File: src/sv/skf_pkg.sv
// ----------------------------------------------------------------------------
// skf_pkg
// Shared widths, reset values and the sequencer microcode of the scalar
// Kalman filter.
// ----------------------------------------------------------------------------
package skf_pkg;

   localparam int DATA_W      = 32;
   localparam int CHAN_W      = 2;
   localparam int CSR_INDEX_W = 4;

   localparam logic [DATA_W-1:0] Q_NOISE_RESET = 32'd655;
   localparam logic [DATA_W-1:0] R_NOISE_RESET = 32'd65536;

   // datapath operations
   localparam logic [3:0] OP_FETCH    = 4'd0;
   localparam logic [3:0] OP_PRED     = 4'd1;
   localparam logic [3:0] OP_DIV_INIT = 4'd2;
   localparam logic [3:0] OP_DIV_STEP = 4'd3;
   localparam logic [3:0] OP_MUL_GAIN = 4'd4;
   localparam logic [3:0] OP_X_UPD    = 4'd5;
   localparam logic [3:0] OP_MUL_COV  = 4'd6;
   localparam logic [3:0] OP_P_UPD    = 4'd7;
   localparam logic [3:0] OP_EMIT     = 4'd8;

   // conditions that keep the sequencer on the current step
   localparam logic [1:0] HOLD_NONE     = 2'd0;
   localparam logic [1:0] HOLD_NO_REQ   = 2'd1;
   localparam logic [1:0] HOLD_OUT_BUSY = 2'd2;

   // jump conditions
   localparam logic [1:0] JMP_NONE    = 2'd0;
   localparam logic [1:0] JMP_INVALID = 2'd1;
   localparam logic [1:0] JMP_LOOP    = 2'd2;
   localparam logic [1:0] JMP_ALWAYS  = 2'd3;

   localparam int STEPS = 9;
   localparam int PC_W  = $clog2(STEPS);

   localparam logic [PC_W-1:0] STEP_FETCH = PC_W'(0);
   localparam logic [PC_W-1:0] STEP_DIV   = PC_W'(3);
   localparam logic [PC_W-1:0] STEP_EMIT  = PC_W'(8);
   localparam logic [PC_W-1:0] STEP_NEXT  = PC_W'(0);

   typedef struct packed {
      logic [3:0]      op;
      logic [1:0]      hold;
      logic [1:0]      jump;
      logic [PC_W-1:0] target;
   } uword_type;

   localparam uword_type UCODE [STEPS] = '{
      '{OP_FETCH,    HOLD_NO_REQ,   JMP_NONE,    STEP_NEXT},
      '{OP_PRED,     HOLD_NONE,     JMP_INVALID, STEP_EMIT},
      '{OP_DIV_INIT, HOLD_NONE,     JMP_NONE,    STEP_NEXT},
      '{OP_DIV_STEP, HOLD_NONE,     JMP_LOOP,    STEP_DIV},
      '{OP_MUL_GAIN, HOLD_NONE,     JMP_NONE,    STEP_NEXT},
      '{OP_X_UPD,    HOLD_NONE,     JMP_NONE,    STEP_NEXT},
      '{OP_MUL_COV,  HOLD_NONE,     JMP_NONE,    STEP_NEXT},
      '{OP_P_UPD,    HOLD_NONE,     JMP_NONE,    STEP_NEXT},
      '{OP_EMIT,     HOLD_OUT_BUSY, JMP_ALWAYS,  STEP_FETCH}
   };

endpackage

File: src/sv/scalar_kalman_filter_multichannel.sv
// ----------------------------------------------------------------------------
// scalar_kalman_filter_multichannel
// Scalar Kalman filter over several sensor channels, Q16.16 fixed point,
// driven by a small microcoded sequencer.
// ----------------------------------------------------------------------------
// Each request word carries a channel number and a signed measurement; the
// response word echoes the channel and returns the updated estimate (zero and
// no state change for channel 0 or a channel above CHANNELS). One word is in
// work at a time. A valid channel runs the full update from acceptance to the
// response register, the restoring gain divider retiring one quotient bit per
// cycle over FRAC_BITS + 1 steps; an invalid channel jumps from the prediction
// step straight to the emit step. The response sits in its own register, so
// the next request is taken while the previous response is still waiting.
// Noise registers are written through the csr port; indices at or above
// 2*CHANNELS are ignored.
module scalar_kalman_filter_multichannel #(
   parameter int CHANNELS  = 3,
   parameter int FRAC_BITS = 16
) (
   input  logic                                 clock,
   input  logic                                 reset,
   input  logic                                 req_valid,
   output logic                                 req_ready,
   input  logic [skf_pkg::CHAN_W-1:0]           req_channel,
   input  logic signed [skf_pkg::DATA_W-1:0]    req_measurement,
   output logic                                 rsp_valid,
   input  logic                                 rsp_ready,
   output logic [skf_pkg::CHAN_W-1:0]           rsp_channel_out,
   output logic signed [skf_pkg::DATA_W-1:0]    rsp_estimate,
   input  logic                                 csr_we,
   input  logic [skf_pkg::CSR_INDEX_W-1:0]      csr_index,
   input  logic [skf_pkg::DATA_W-1:0]           csr_wdata
);

   localparam int CH_IDX_W = (CHANNELS > 1) ? $clog2(CHANNELS) : 1;
   localparam int GAIN_W   = FRAC_BITS + 1;
   localparam int PROD_W   = GAIN_W + 1 + skf_pkg::DATA_W + 1;
   localparam int CNT_W    = $clog2(FRAC_BITS + 1);
   localparam int DW       = skf_pkg::DATA_W;

   localparam logic [GAIN_W-1:0] GAIN_ONE = {1'b1, {FRAC_BITS{1'b0}}};
   localparam logic signed [PROD_W-1:0] HALF =
      {{(PROD_W-FRAC_BITS){1'b0}}, 1'b1, {(FRAC_BITS-1){1'b0}}};
   localparam logic [CH_IDX_W+1:0] CHAN_MAX = (CH_IDX_W+2)'(CHANNELS);
   localparam logic [skf_pkg::CSR_INDEX_W:0] CSR_REGS =
      (skf_pkg::CSR_INDEX_W+1)'(2*CHANNELS);

   // sequencer
   logic [skf_pkg::PC_W-1:0] pc_ff, pc_in;
   logic [CNT_W-1:0]         cnt_ff, cnt_in;
   skf_pkg::uword_type       uword;
   logic                     hold, take, fire;

   // working registers
   logic [skf_pkg::CHAN_W-1:0] chan_ff, chan_in;
   logic [CH_IDX_W-1:0]        ch_idx_ff, ch_idx_in;
   logic                       ch_ok_ff, ch_ok_in;
   logic signed [DW-1:0]       z_ff, z_in;
   logic signed [DW-1:0]       x_cur_ff, x_cur_in;
   logic [DW-1:0]              p_cur_ff, p_cur_in;
   logic [DW-1:0]              q_cur_ff, q_cur_in;
   logic [DW-1:0]              r_cur_ff, r_cur_in;
   logic [DW-1:0]              pp_ff, pp_in;
   logic [DW:0]                den_ff, den_in;
   logic [DW+1:0]              rem_ff, rem_in;
   logic [GAIN_W-1:0]          gain_ff, gain_in;
   logic signed [PROD_W-1:0]   mul_ff, mul_in;
   logic signed [DW-1:0]       est_ff, est_in;

   // per-channel state and noise registers
   logic signed [DW-1:0] x_ff [CHANNELS];
   logic signed [DW-1:0] x_in [CHANNELS];
   logic [DW-1:0]        p_ff [CHANNELS];
   logic [DW-1:0]        p_in [CHANNELS];
   logic [DW-1:0]        qn_ff [CHANNELS];
   logic [DW-1:0]        qn_in [CHANNELS];
   logic [DW-1:0]        rn_ff [CHANNELS];
   logic [DW-1:0]        rn_in [CHANNELS];

   // response register
   logic                       rsp_valid_ff, rsp_valid_in;
   logic [skf_pkg::CHAN_W-1:0] rsp_chan_ff, rsp_chan_in;
   logic signed [DW-1:0]       rsp_est_ff, rsp_est_in;

   // datapath helpers
   logic [CH_IDX_W+1:0]      req_idx_wide;
   logic [CH_IDX_W-1:0]      req_idx;
   logic                     req_ok;
   logic [DW:0]              pred_sum;
   logic                     den_zero, div_ge;
   logic [DW+1:0]            rem_sub;
   logic signed [DW:0]       diff;
   logic signed [GAIN_W:0]   mul_a;
   logic signed [DW:0]       mul_b;
   logic signed [PROD_W-1:0] mul_res;
   logic signed [PROD_W-1:0] rnd, shr;
   logic signed [35:0]       delta, xsum;
   logic signed [DW-1:0]     x_new;
   logic [DW-1:0]            p_new;
   logic [CH_IDX_W-1:0]      csr_ch;

   assign uword = skf_pkg::UCODE[pc_ff];

   always_comb begin
      unique case (uword.hold)
         skf_pkg::HOLD_NO_REQ:   hold = !req_valid;
         skf_pkg::HOLD_OUT_BUSY: hold = rsp_valid_ff && !rsp_ready;
         default:                hold = 1'b0;
      endcase
      unique case (uword.jump)
         skf_pkg::JMP_INVALID: take = !ch_ok_ff;
         skf_pkg::JMP_LOOP:    take = (cnt_ff != '0);
         skf_pkg::JMP_ALWAYS:  take = 1'b1;
         default:              take = 1'b0;
      endcase
   end

   assign fire      = !hold;
   assign req_ready = (uword.op == skf_pkg::OP_FETCH);

   assign req_idx_wide = {{CH_IDX_W{1'b0}}, req_channel} - (CH_IDX_W+2)'(1);
   assign req_idx      = req_idx_wide[CH_IDX_W-1:0];
   assign req_ok       = (req_channel != '0) &&
                         ({{CH_IDX_W{1'b0}}, req_channel} <= CHAN_MAX);

   assign pred_sum = {1'b0, p_cur_ff} + {1'b0, q_cur_ff};

   // restoring divider, one gain bit per step
   assign den_zero = (den_ff == '0);
   assign div_ge   = !den_zero && (rem_ff >= {1'b0, den_ff});
   assign rem_sub  = div_ge ? (rem_ff - {1'b0, den_ff}) : rem_ff;

   assign diff = $signed({z_ff[DW-1], z_ff}) - $signed({x_cur_ff[DW-1], x_cur_ff});

   // one shared multiplier, gain times innovation or (1 - gain) times covariance
   always_comb begin
      if (uword.op == skf_pkg::OP_MUL_COV) begin
         mul_a = $signed({1'b0, GAIN_ONE - gain_ff});
         mul_b = $signed({1'b0, pp_ff});
      end else begin
         mul_a = $signed({1'b0, gain_ff});
         mul_b = diff;
      end
   end
   assign mul_res = mul_a * mul_b;

   // round to nearest, ties up, shared by both updates
   assign rnd   = mul_ff + HALF;
   assign shr   = rnd >>> FRAC_BITS;
   assign delta = shr[35:0];
   assign xsum  = $signed({{4{x_cur_ff[DW-1]}}, x_cur_ff}) + delta;

   always_comb begin
      if (xsum[35:31] == 5'b00000 || xsum[35:31] == 5'b11111) begin
         x_new = xsum[DW-1:0];
      end else if (xsum[35]) begin
         x_new = {1'b1, {(DW-1){1'b0}}};
      end else begin
         x_new = {1'b0, {(DW-1){1'b1}}};
      end
      p_new = (shr[35:32] != '0) ? '1 : shr[DW-1:0];
   end

   assign csr_ch = csr_index[CH_IDX_W:1];

   always_comb begin
      pc_in        = pc_ff;
      cnt_in       = cnt_ff;
      chan_in      = chan_ff;
      ch_idx_in    = ch_idx_ff;
      ch_ok_in     = ch_ok_ff;
      z_in         = z_ff;
      x_cur_in     = x_cur_ff;
      p_cur_in     = p_cur_ff;
      q_cur_in     = q_cur_ff;
      r_cur_in     = r_cur_ff;
      pp_in        = pp_ff;
      den_in       = den_ff;
      rem_in       = rem_ff;
      gain_in      = gain_ff;
      mul_in       = mul_ff;
      est_in       = est_ff;
      x_in         = x_ff;
      p_in         = p_ff;
      qn_in        = qn_ff;
      rn_in        = rn_ff;
      rsp_valid_in = rsp_valid_ff && !rsp_ready;
      rsp_chan_in  = rsp_chan_ff;
      rsp_est_in   = rsp_est_ff;

      if (fire) begin
         pc_in = take ? uword.target : pc_ff + skf_pkg::PC_W'(1);
         unique case (uword.op)
            skf_pkg::OP_FETCH: begin
               chan_in  = req_channel;
               ch_ok_in = req_ok;
               z_in     = req_measurement;
               if (req_ok) begin
                  ch_idx_in = req_idx;
                  x_cur_in  = x_ff[req_idx];
                  p_cur_in  = p_ff[req_idx];
                  q_cur_in  = qn_ff[req_idx];
                  r_cur_in  = rn_ff[req_idx];
               end
            end
            skf_pkg::OP_PRED: begin
               pp_in  = pred_sum[DW] ? '1 : pred_sum[DW-1:0];
               est_in = '0;
            end
            skf_pkg::OP_DIV_INIT: begin
               den_in  = {1'b0, pp_ff} + {1'b0, r_cur_ff};
               rem_in  = {2'b00, pp_ff};
               gain_in = '0;
               cnt_in  = CNT_W'(FRAC_BITS);
            end
            skf_pkg::OP_DIV_STEP: begin
               rem_in  = {rem_sub[DW:0], 1'b0};
               gain_in = {gain_ff[GAIN_W-2:0], div_ge};
               if (cnt_ff != '0) begin
                  cnt_in = cnt_ff - CNT_W'(1);
               end
            end
            skf_pkg::OP_MUL_GAIN,
            skf_pkg::OP_MUL_COV: begin
               mul_in = mul_res;
            end
            skf_pkg::OP_X_UPD: begin
               x_in[ch_idx_ff] = x_new;
               est_in          = x_new;
            end
            skf_pkg::OP_P_UPD: begin
               p_in[ch_idx_ff] = p_new;
            end
            skf_pkg::OP_EMIT: begin
               rsp_valid_in = 1'b1;
               rsp_chan_in  = chan_ff;
               rsp_est_in   = est_ff;
            end
            default: begin
               pc_in = skf_pkg::STEP_FETCH;
            end
         endcase
      end

      if (csr_we && ({1'b0, csr_index} < CSR_REGS)) begin
         if (csr_index[0]) begin
            rn_in[csr_ch] = csr_wdata;
         end else begin
            qn_in[csr_ch] = csr_wdata;
         end
      end
   end

   always_ff @(posedge clock) begin
      if (reset) begin
         pc_ff        <= skf_pkg::STEP_FETCH;
         cnt_ff       <= '0;
         ch_ok_ff     <= 1'b0;
         rsp_valid_ff <= 1'b0;
         for (int i = 0; i < CHANNELS; i++) begin
            x_ff[i]  <= '0;
            p_ff[i]  <= '0;
            qn_ff[i] <= skf_pkg::Q_NOISE_RESET;
            rn_ff[i] <= skf_pkg::R_NOISE_RESET;
         end
      end else begin
         pc_ff        <= pc_in;
         cnt_ff       <= cnt_in;
         ch_ok_ff     <= ch_ok_in;
         rsp_valid_ff <= rsp_valid_in;
         x_ff         <= x_in;
         p_ff         <= p_in;
         qn_ff        <= qn_in;
         rn_ff        <= rn_in;
      end
   end

   always_ff @(posedge clock) begin
      chan_ff     <= chan_in;
      ch_idx_ff   <= ch_idx_in;
      z_ff        <= z_in;
      x_cur_ff    <= x_cur_in;
      p_cur_ff    <= p_cur_in;
      q_cur_ff    <= q_cur_in;
      r_cur_ff    <= r_cur_in;
      pp_ff       <= pp_in;
      den_ff      <= den_in;
      rem_ff      <= rem_in;
      gain_ff     <= gain_in;
      mul_ff      <= mul_in;
      est_ff      <= est_in;
      rsp_chan_ff <= rsp_chan_in;
      rsp_est_ff  <= rsp_est_in;
   end

   assign rsp_valid       = rsp_valid_ff;
   assign rsp_channel_out = rsp_chan_ff;
   assign rsp_estimate    = rsp_est_ff;

endmodule

File: config.mk
export PLATFORM = sky130hd
export DESIGN_NAME = scalar_kalman_filter_multichannel
export DESIGN_NICKNAME = d
export VERILOG_FILES = /design/src/sv/skf_pkg.sv /design/src/sv/scalar_kalman_filter_multichannel.sv
export SDC_FILE = /design/constraint.sdc
export NUM_CORES = 2
export LEC_CHECK = 0
export ABC_AREA = 1
export BUFFER_PORTS_ARGS = -buffer_cell sky130_fd_sc_hd__buf_4
export CORE_MARGIN = 2
export CORE_UTILIZATION = 40
export DETAILED_ROUTE_END_ITERATION = 12
export GPL_TIMING_DRIVEN = 0
export PLACE_DENSITY = 0.6
export SYNTH_ARGS = -nofsm -noshare
export SYNTH_HDL_FRONTEND = slang
export SYNTH_SLANG_ARGS = --single-unit
File: constraint.sdc
create_clock -name clock -period 25.4 [get_ports clock]
set_input_delay 2.54 -clock clock [delete_from_list [all_inputs] [get_ports clock]]
set_output_delay 2.54 -clock clock [all_outputs]
set_load 0.01 [all_outputs]
# Word level (Yosys, flattened, before mapping)
# Memory sizes are Yosys's and may differ from the RTL's.
# Cells that the tools add are included.
# word_totals
regBits	792
rom_bits	192
input_bits	75
output_inout_bits	36
word_cells	144
memories	1
# classes
addsub	10
multipliers	1
n_lt_le_gt_ge	8
n_eq_ne	15
muxes	39
bitwise	6
n_reduce_logical	33
# mem_list
memory	words	width	rd	rd_clocked_by_memory_dff	wr	line	text
(no name shown)	16	12	1	0	0	scalar_kalman_filter_multichannel.sv:102	assign uword = skf_pkg::UCODE[pc_ff];
# op_table
cell	count
two-way mux 32 bit	13
bitwise mux 96 bit	4
binary-select mux 32 bit (select 2 bit)	4
demux 32 bit (select 2 bit)	2
one-hot mux 34 bit (2 select lines)	1
adder 32 x 32 -> 33 bit	2
two-way mux 33 bit	2
one-hot mux 32 bit (2 select lines)	1
adder 51 x 17 -> 51 bit, second input constant	1
multiplier 18 x 33 -> 51 bit	1
adder 32 x 35 -> 36 bit	1
greater-or-equal comparator 34 x 33 -> 1 bit	1
one-hot mux 17 bit (2 select lines)	1
logical NOT 33 bit	1
subtractor 32 x 32 -> 33 bit	1
subtractor 33 bit	1
two-way mux 12 bit	2
AND reduction 2 bit	11
two-way mux 17 bit	1
subtractor 17 bit, first input constant	1
== test 4 x 3 -> 1 bit, second input constant	4
one-hot mux 5 bit (2 select lines)	1
greater-or-equal comparator 3 bit, second input constant	3
NOT 2 -> 3 bit	3
31 further kinds	49

# Longest topological paths before layout
# depth
ltp_word	8
ltp_mapped	42
mapped_depth_nobuf	42

# Least setup slack after synthesis
# No wires, ideal clock.
# synth_path
path_kind	register to register
from	register pc_ff[2] (netlist name)
to	register mul_ff[45] (data pin)
setup_ns	0.252
arrival_time_ns	9.540
required_time_ns	25.148
path_slack_ns	15.607
stages_incl_launch_ff	34
n_path_buf	2
synth_period_minus_slack_ns	9.793
cell_sequence	dfxtp_1 > inv_2 > nor3_1 > nand2_1 > clkinv_1 > buf_2 > a21oi_1 > o21ai_0 > nand2_1 > inv_1 > buf_2 > nand2_1 > fa_1 > inv_1 > fa_1 > fa_1 > inv_1 > fa_1 > inv_1 > fa_1 > fa_1 > ha_1 > a21oi_1 > a21boi_0 > nand2_1 > o21bai_1 > a21oi_1 > o21ai_0 > nand2_1 > nand2_1 > nand2_1 > nand2_1 > nand2_1 > nand2_1
# synth_via
elab_chain_cells	7
word_cells_on_any_way	8
classes_between	1 x mul; 1 x eq/ne; 4 x mux; 1 x bitwise; 1 x memory
# synth_lines
item	line	text
start, declared	scalar_kalman_filter_multichannel.sv:49	logic [skf_pkg::PC_W-1:0] pc_ff, pc_in;
start signal, assigned	scalar_kalman_filter_multichannel.sv:256	pc_ff <= skf_pkg::STEP_FETCH;
start signal, assigned	scalar_kalman_filter_multichannel.sv:267	pc_ff <= pc_in;
NOT 4 -> 5 bit (implied by the code) (*)	scalar_kalman_filter_multichannel.sv:102	
memory (16 x 12 bit) (*)	--	
two-way mux 12 bit (implied by the code) (*) (2 in series)	scalar_kalman_filter_multichannel.sv:102	
== test 4 x 3 -> 1 bit (*)	scalar_kalman_filter_multichannel.sv:137	if (uword.op == skf_pkg::OP_MUL_COV) begin
two-way mux 17 bit or two-way mux 33 bit (tied branches)	scalar_kalman_filter_multichannel.sv:137	
multiplier 18 x 33 -> 51 bit (*)	scalar_kalman_filter_multichannel.sv:145	assign mul_res = mul_a * mul_b;
named net mul_res[45]	scalar_kalman_filter_multichannel.sv:95	logic signed [PROD_W-1:0] mul_res;
end signal, assigned	scalar_kalman_filter_multichannel.sv:290	mul_ff <= mul_in;
end, declared	scalar_kalman_filter_multichannel.sv:67	logic signed [PROD_W-1:0] mul_ff, mul_in;
# Mark *: on every way through the listed nets, which the timed path passes. The rest lies on a longest branch. The select of a mux whose other input is x is not followed.
# A chain may end at the register's enable or synchronous reset.

# Worst setup path after layout
# layout_path
from	register gain_ff[0]
to	register mul_ff[46] (data pin)
# layout_via
elab_chain_cells	3
# layout_lines
item	line	text
start, declared	scalar_kalman_filter_multichannel.sv:66	logic [GAIN_W-1:0] gain_ff, gain_in;
start signal, assigned	scalar_kalman_filter_multichannel.sv:289	gain_ff <= gain_in;
subtractor 17 bit	scalar_kalman_filter_multichannel.sv:138	mul_a = $signed({1'b0, GAIN_ONE - gain_ff});
two-way mux 17 bit (*)	scalar_kalman_filter_multichannel.sv:137	
multiplier 18 x 33 -> 51 bit (*)	scalar_kalman_filter_multichannel.sv:145	
named net mul_res[46]	scalar_kalman_filter_multichannel.sv:95	
# Mark *: on every way through the listed nets, which the timed path passes. The rest lies on a longest branch.

==> results.md <==
- Status: finished with violations
- Failing checks: max-capacitance violations, max-slew violations
- Initial core utilization: 0.404
- Remaining global-route overflow: 0
- Critical Path Max Stage Delay: 0.94 ns
- Clk buf depth: 3
- Avg Cell Area, Syn: 8.08 um^2
- Clock Root Buffer: clkbuf_16
- Worst path most repeated cell: fa_1
- Largest cells by area after synthesis: edfxtp_1 (19%), fa_1 (18%), dfxtp_1 (13%), inv_1 (8.6%), nand2_1 (7.0%)
- Pin count of the biggest net entering global routing: 34
- Max Clock Freq: 96.4 MHz
- Worst-path fanout max: 10
- RR Endpoint: mul_ff[46]
- CTS resizes: 0
- Crit. End Element: flip-flop
- Worst-path clk slew: 0.06 ns
- Drt first pass iters: 6
- Site row count: 142
- PortBufs: 110
- Initial antenna violation count: 13
- Crit-path leading delay family: adder cells
- Syn Inst Count: 7510
- Register area share after synthesis: 0.319
- Post-synth EDFFs: 382
- Final min period: 10.37 ns
- Postcts setup bufs: 0
- CTS HTree Levels: 3
- Vias in the first global route: 52100
- N_diodes: 0
- Ys flop type: dfxtp_1
- Final WL: 218000 um
- GP Congestion: 0.973
- Global-route wire length before repair: 326000 um
- Via density: 5.44
- Setup TNS: 0 ns
- Wire per inst: 22.3 um
- Hold-critical path depth: 0
- YS warnings: 0
- Syn Std Cell Area: 0.0607 mm^2
- Final nets: 8625
- Die W: 393 um
- Maxcap violations: 1
- Setup Crit Path Kind: flip-flop to flip-flop
- Top cell type's share of synthesized area: 0.189
- Final Cycle Share: 0.408
- Clock Sinks: 777
- WP buf/inv: 7
- Min-delay src: est_ff[23]
- Die height: 393 um
- WP data required: 25.86 ns
- Residual DRC: 0
- Worst Tran Pin Value: 1.49 ns
- Count of pins over their slew limit: 1
- GR Util All Layers: 0.278
- WP data arrival: 10.83 ns
- HPWL after DPL: 178000 um
- Yosys reg bits: 777
- Hold-fix buffers, CTS: 0
- DR iter-0 viols: 5987
- Yosys cell types: 53
- Placed Area: 0.0643 mm^2
- Share of post-route cells with drive strength above 1: 0.0458
- Antenna Nets Post-Route: 0
- Ports: 111
- Min-delay worst type: flip-flop to flip-flop
- RSZ-0062 raised after global routing: no
- Post-synth ARST share: 0
- Skew final: 0.0845 ns
- # fillers: 15100
- TritonCTS clock tree: built
- Relative max-transition margin: -0.00417
- Worst-Skew Late Latency: 0.74 ns
- Cell taking the most area after synthesis: edfxtp_1
- Finished Cell Area: 0.0672 mm^2
- Worst hold endpoint: rsp_estimate[23]
- Most common cell after layout, fill and taps aside: inv_1
- CP max-delay cell: xor2_1
- Worst r2r path cells: 29
- Final setup viols: 0
- Core Region: 0.150 mm^2
- Die area: 0.155 mm^2
- Area Growth Syn to Fin: 10.8%
- Most frequent cells in the layout: inv_1 (1388), nand2_1 (1130), nor2_1 (719)
- Total CTS buffers: 84
- Reg2Reg Launch Point: gain_ff[0]
- Critical path startpoint category: flip-flop
- Final Hold Fails: 0
- Synth Net Count: 8413
- Reg2Reg Setup Slack: 15.03 ns
- DR vias: 53400
[worst max-delay path by stage]
stage                          start    endpoint  cells after the start
after global placement      pc_ff[2]  mul_ff[46]                     27
after detailed placement  gain_ff[0]  mul_ff[46]                     29
after floorplan             pc_ff[2]  mul_ff[45]                     33
after CTS                 gain_ff[0]  mul_ff[46]                     29
after global routing      gain_ff[0]  mul_ff[46]                     29
final                     gain_ff[0]  mul_ff[46]                     29
[registers in the layout, summed over array words and instances (netlist names), 33 cells and up]
name / count
rn_ff: 96
rem_ff: 34
qn_ff: 96
mul_ff: 36
den_ff: 33
p_ff: 96
x_ff: 96
[cell families after synthesis]
| kind of cell | after synthesis | share of synthesized area |
|---|---|---|
| simple gates | 2393 | 0.162 |
| fa+ha+maj | 828 | 0.238 |
| xor+xnor | 212 | 0.0307 |
| buf+inv | 1721 | 0.109 |
| compound gates | 1579 | 0.141 |
| flops | 777 | 0.319 |
[through the flow]
stage / worst slack, ns / std cells / utilization / hold WS (ns)
floorplan: 15.61 / 7510 / - / 0.400
global placement: 10.54 / 9636 / 0.426 / 0.401
detailed placement: 15.49 / 9651 / 0.428 / 0.405
CTS: 15.38 / 9805 / 0.448 / 0.387
global route: 14.90 / 9806 / 0.448 / 0.403
finish: 15.03 / 9806 / 0.448 / 0.394
[routing by layer]
layer | GRT usage | up-vias | routed length (um)
met5 | 0 | - | 37
met4 | 0.110 | 6 | 9770
met3 | 0.0425 | 439 | 17900
met2 | 0.427 | 2341 | 95200
met1 | 0.392 | 26100 | 95600
li1 | - | 24500 | -
[area by class of cell]
class,count,area [um^2],share of cell area
Clock buffer,126,2490,0.0371
Inverter,1408,5290,0.0786
Timing Repair Buffer,126,1080,0.0160
Buffer,313,1330,0.0198
Tap cell,2016,2520,0.0375
Sequential cell,777,19400,0.288
Clock inverter,28,410,0.00611
Multi-Input combinational cell,5012,34700,0.516
[cell usage after synthesis (4+ instances only)]
library cell     n
o21a_1          38
buf_1            7
inv_2            4
o21ai_2          9
clkinv_1        14
and3_1           5
buf_6           11
a21o_1          24
dfxtp_1        395
o21ai_0        647
xor2_1         128
a211oi_1         6
nor3_1          69
nor4_1          26
clkbuf_1       249
buf_2           43
o221ai_1         4
nor2_1         723
nor3b_1          4
nand3_1        355
a21boi_0        13
or2_2           11
edfxtp_1       382
o31ai_1         90
o21ai_1          9
inv_1         1390
nand2_2          4
o21bai_1        22
xnor2_1         83
ha_1           289
fa_1           539
a31oi_1         33
a21oi_1        660
nand3b_1         5
nand2_1       1130
o211ai_1        12
and2_1           7
nand4_1         49
[worst reg2reg max path: cells and delay by family, from the launching register on]
kind / cells / cell delay, ns
flops: 1 / 0.65
xor+xnor: 2 / 1.20
fa+ha+maj: 8 / 3.96
simple gates: 11 / 1.89
buf+inv: 7 / 2.20
compound gates: 1 / 0.21
Power is left out: the tool's default activity adds up to more than one toggle a clock period on the data nets, which glitch-free logic cannot reach.
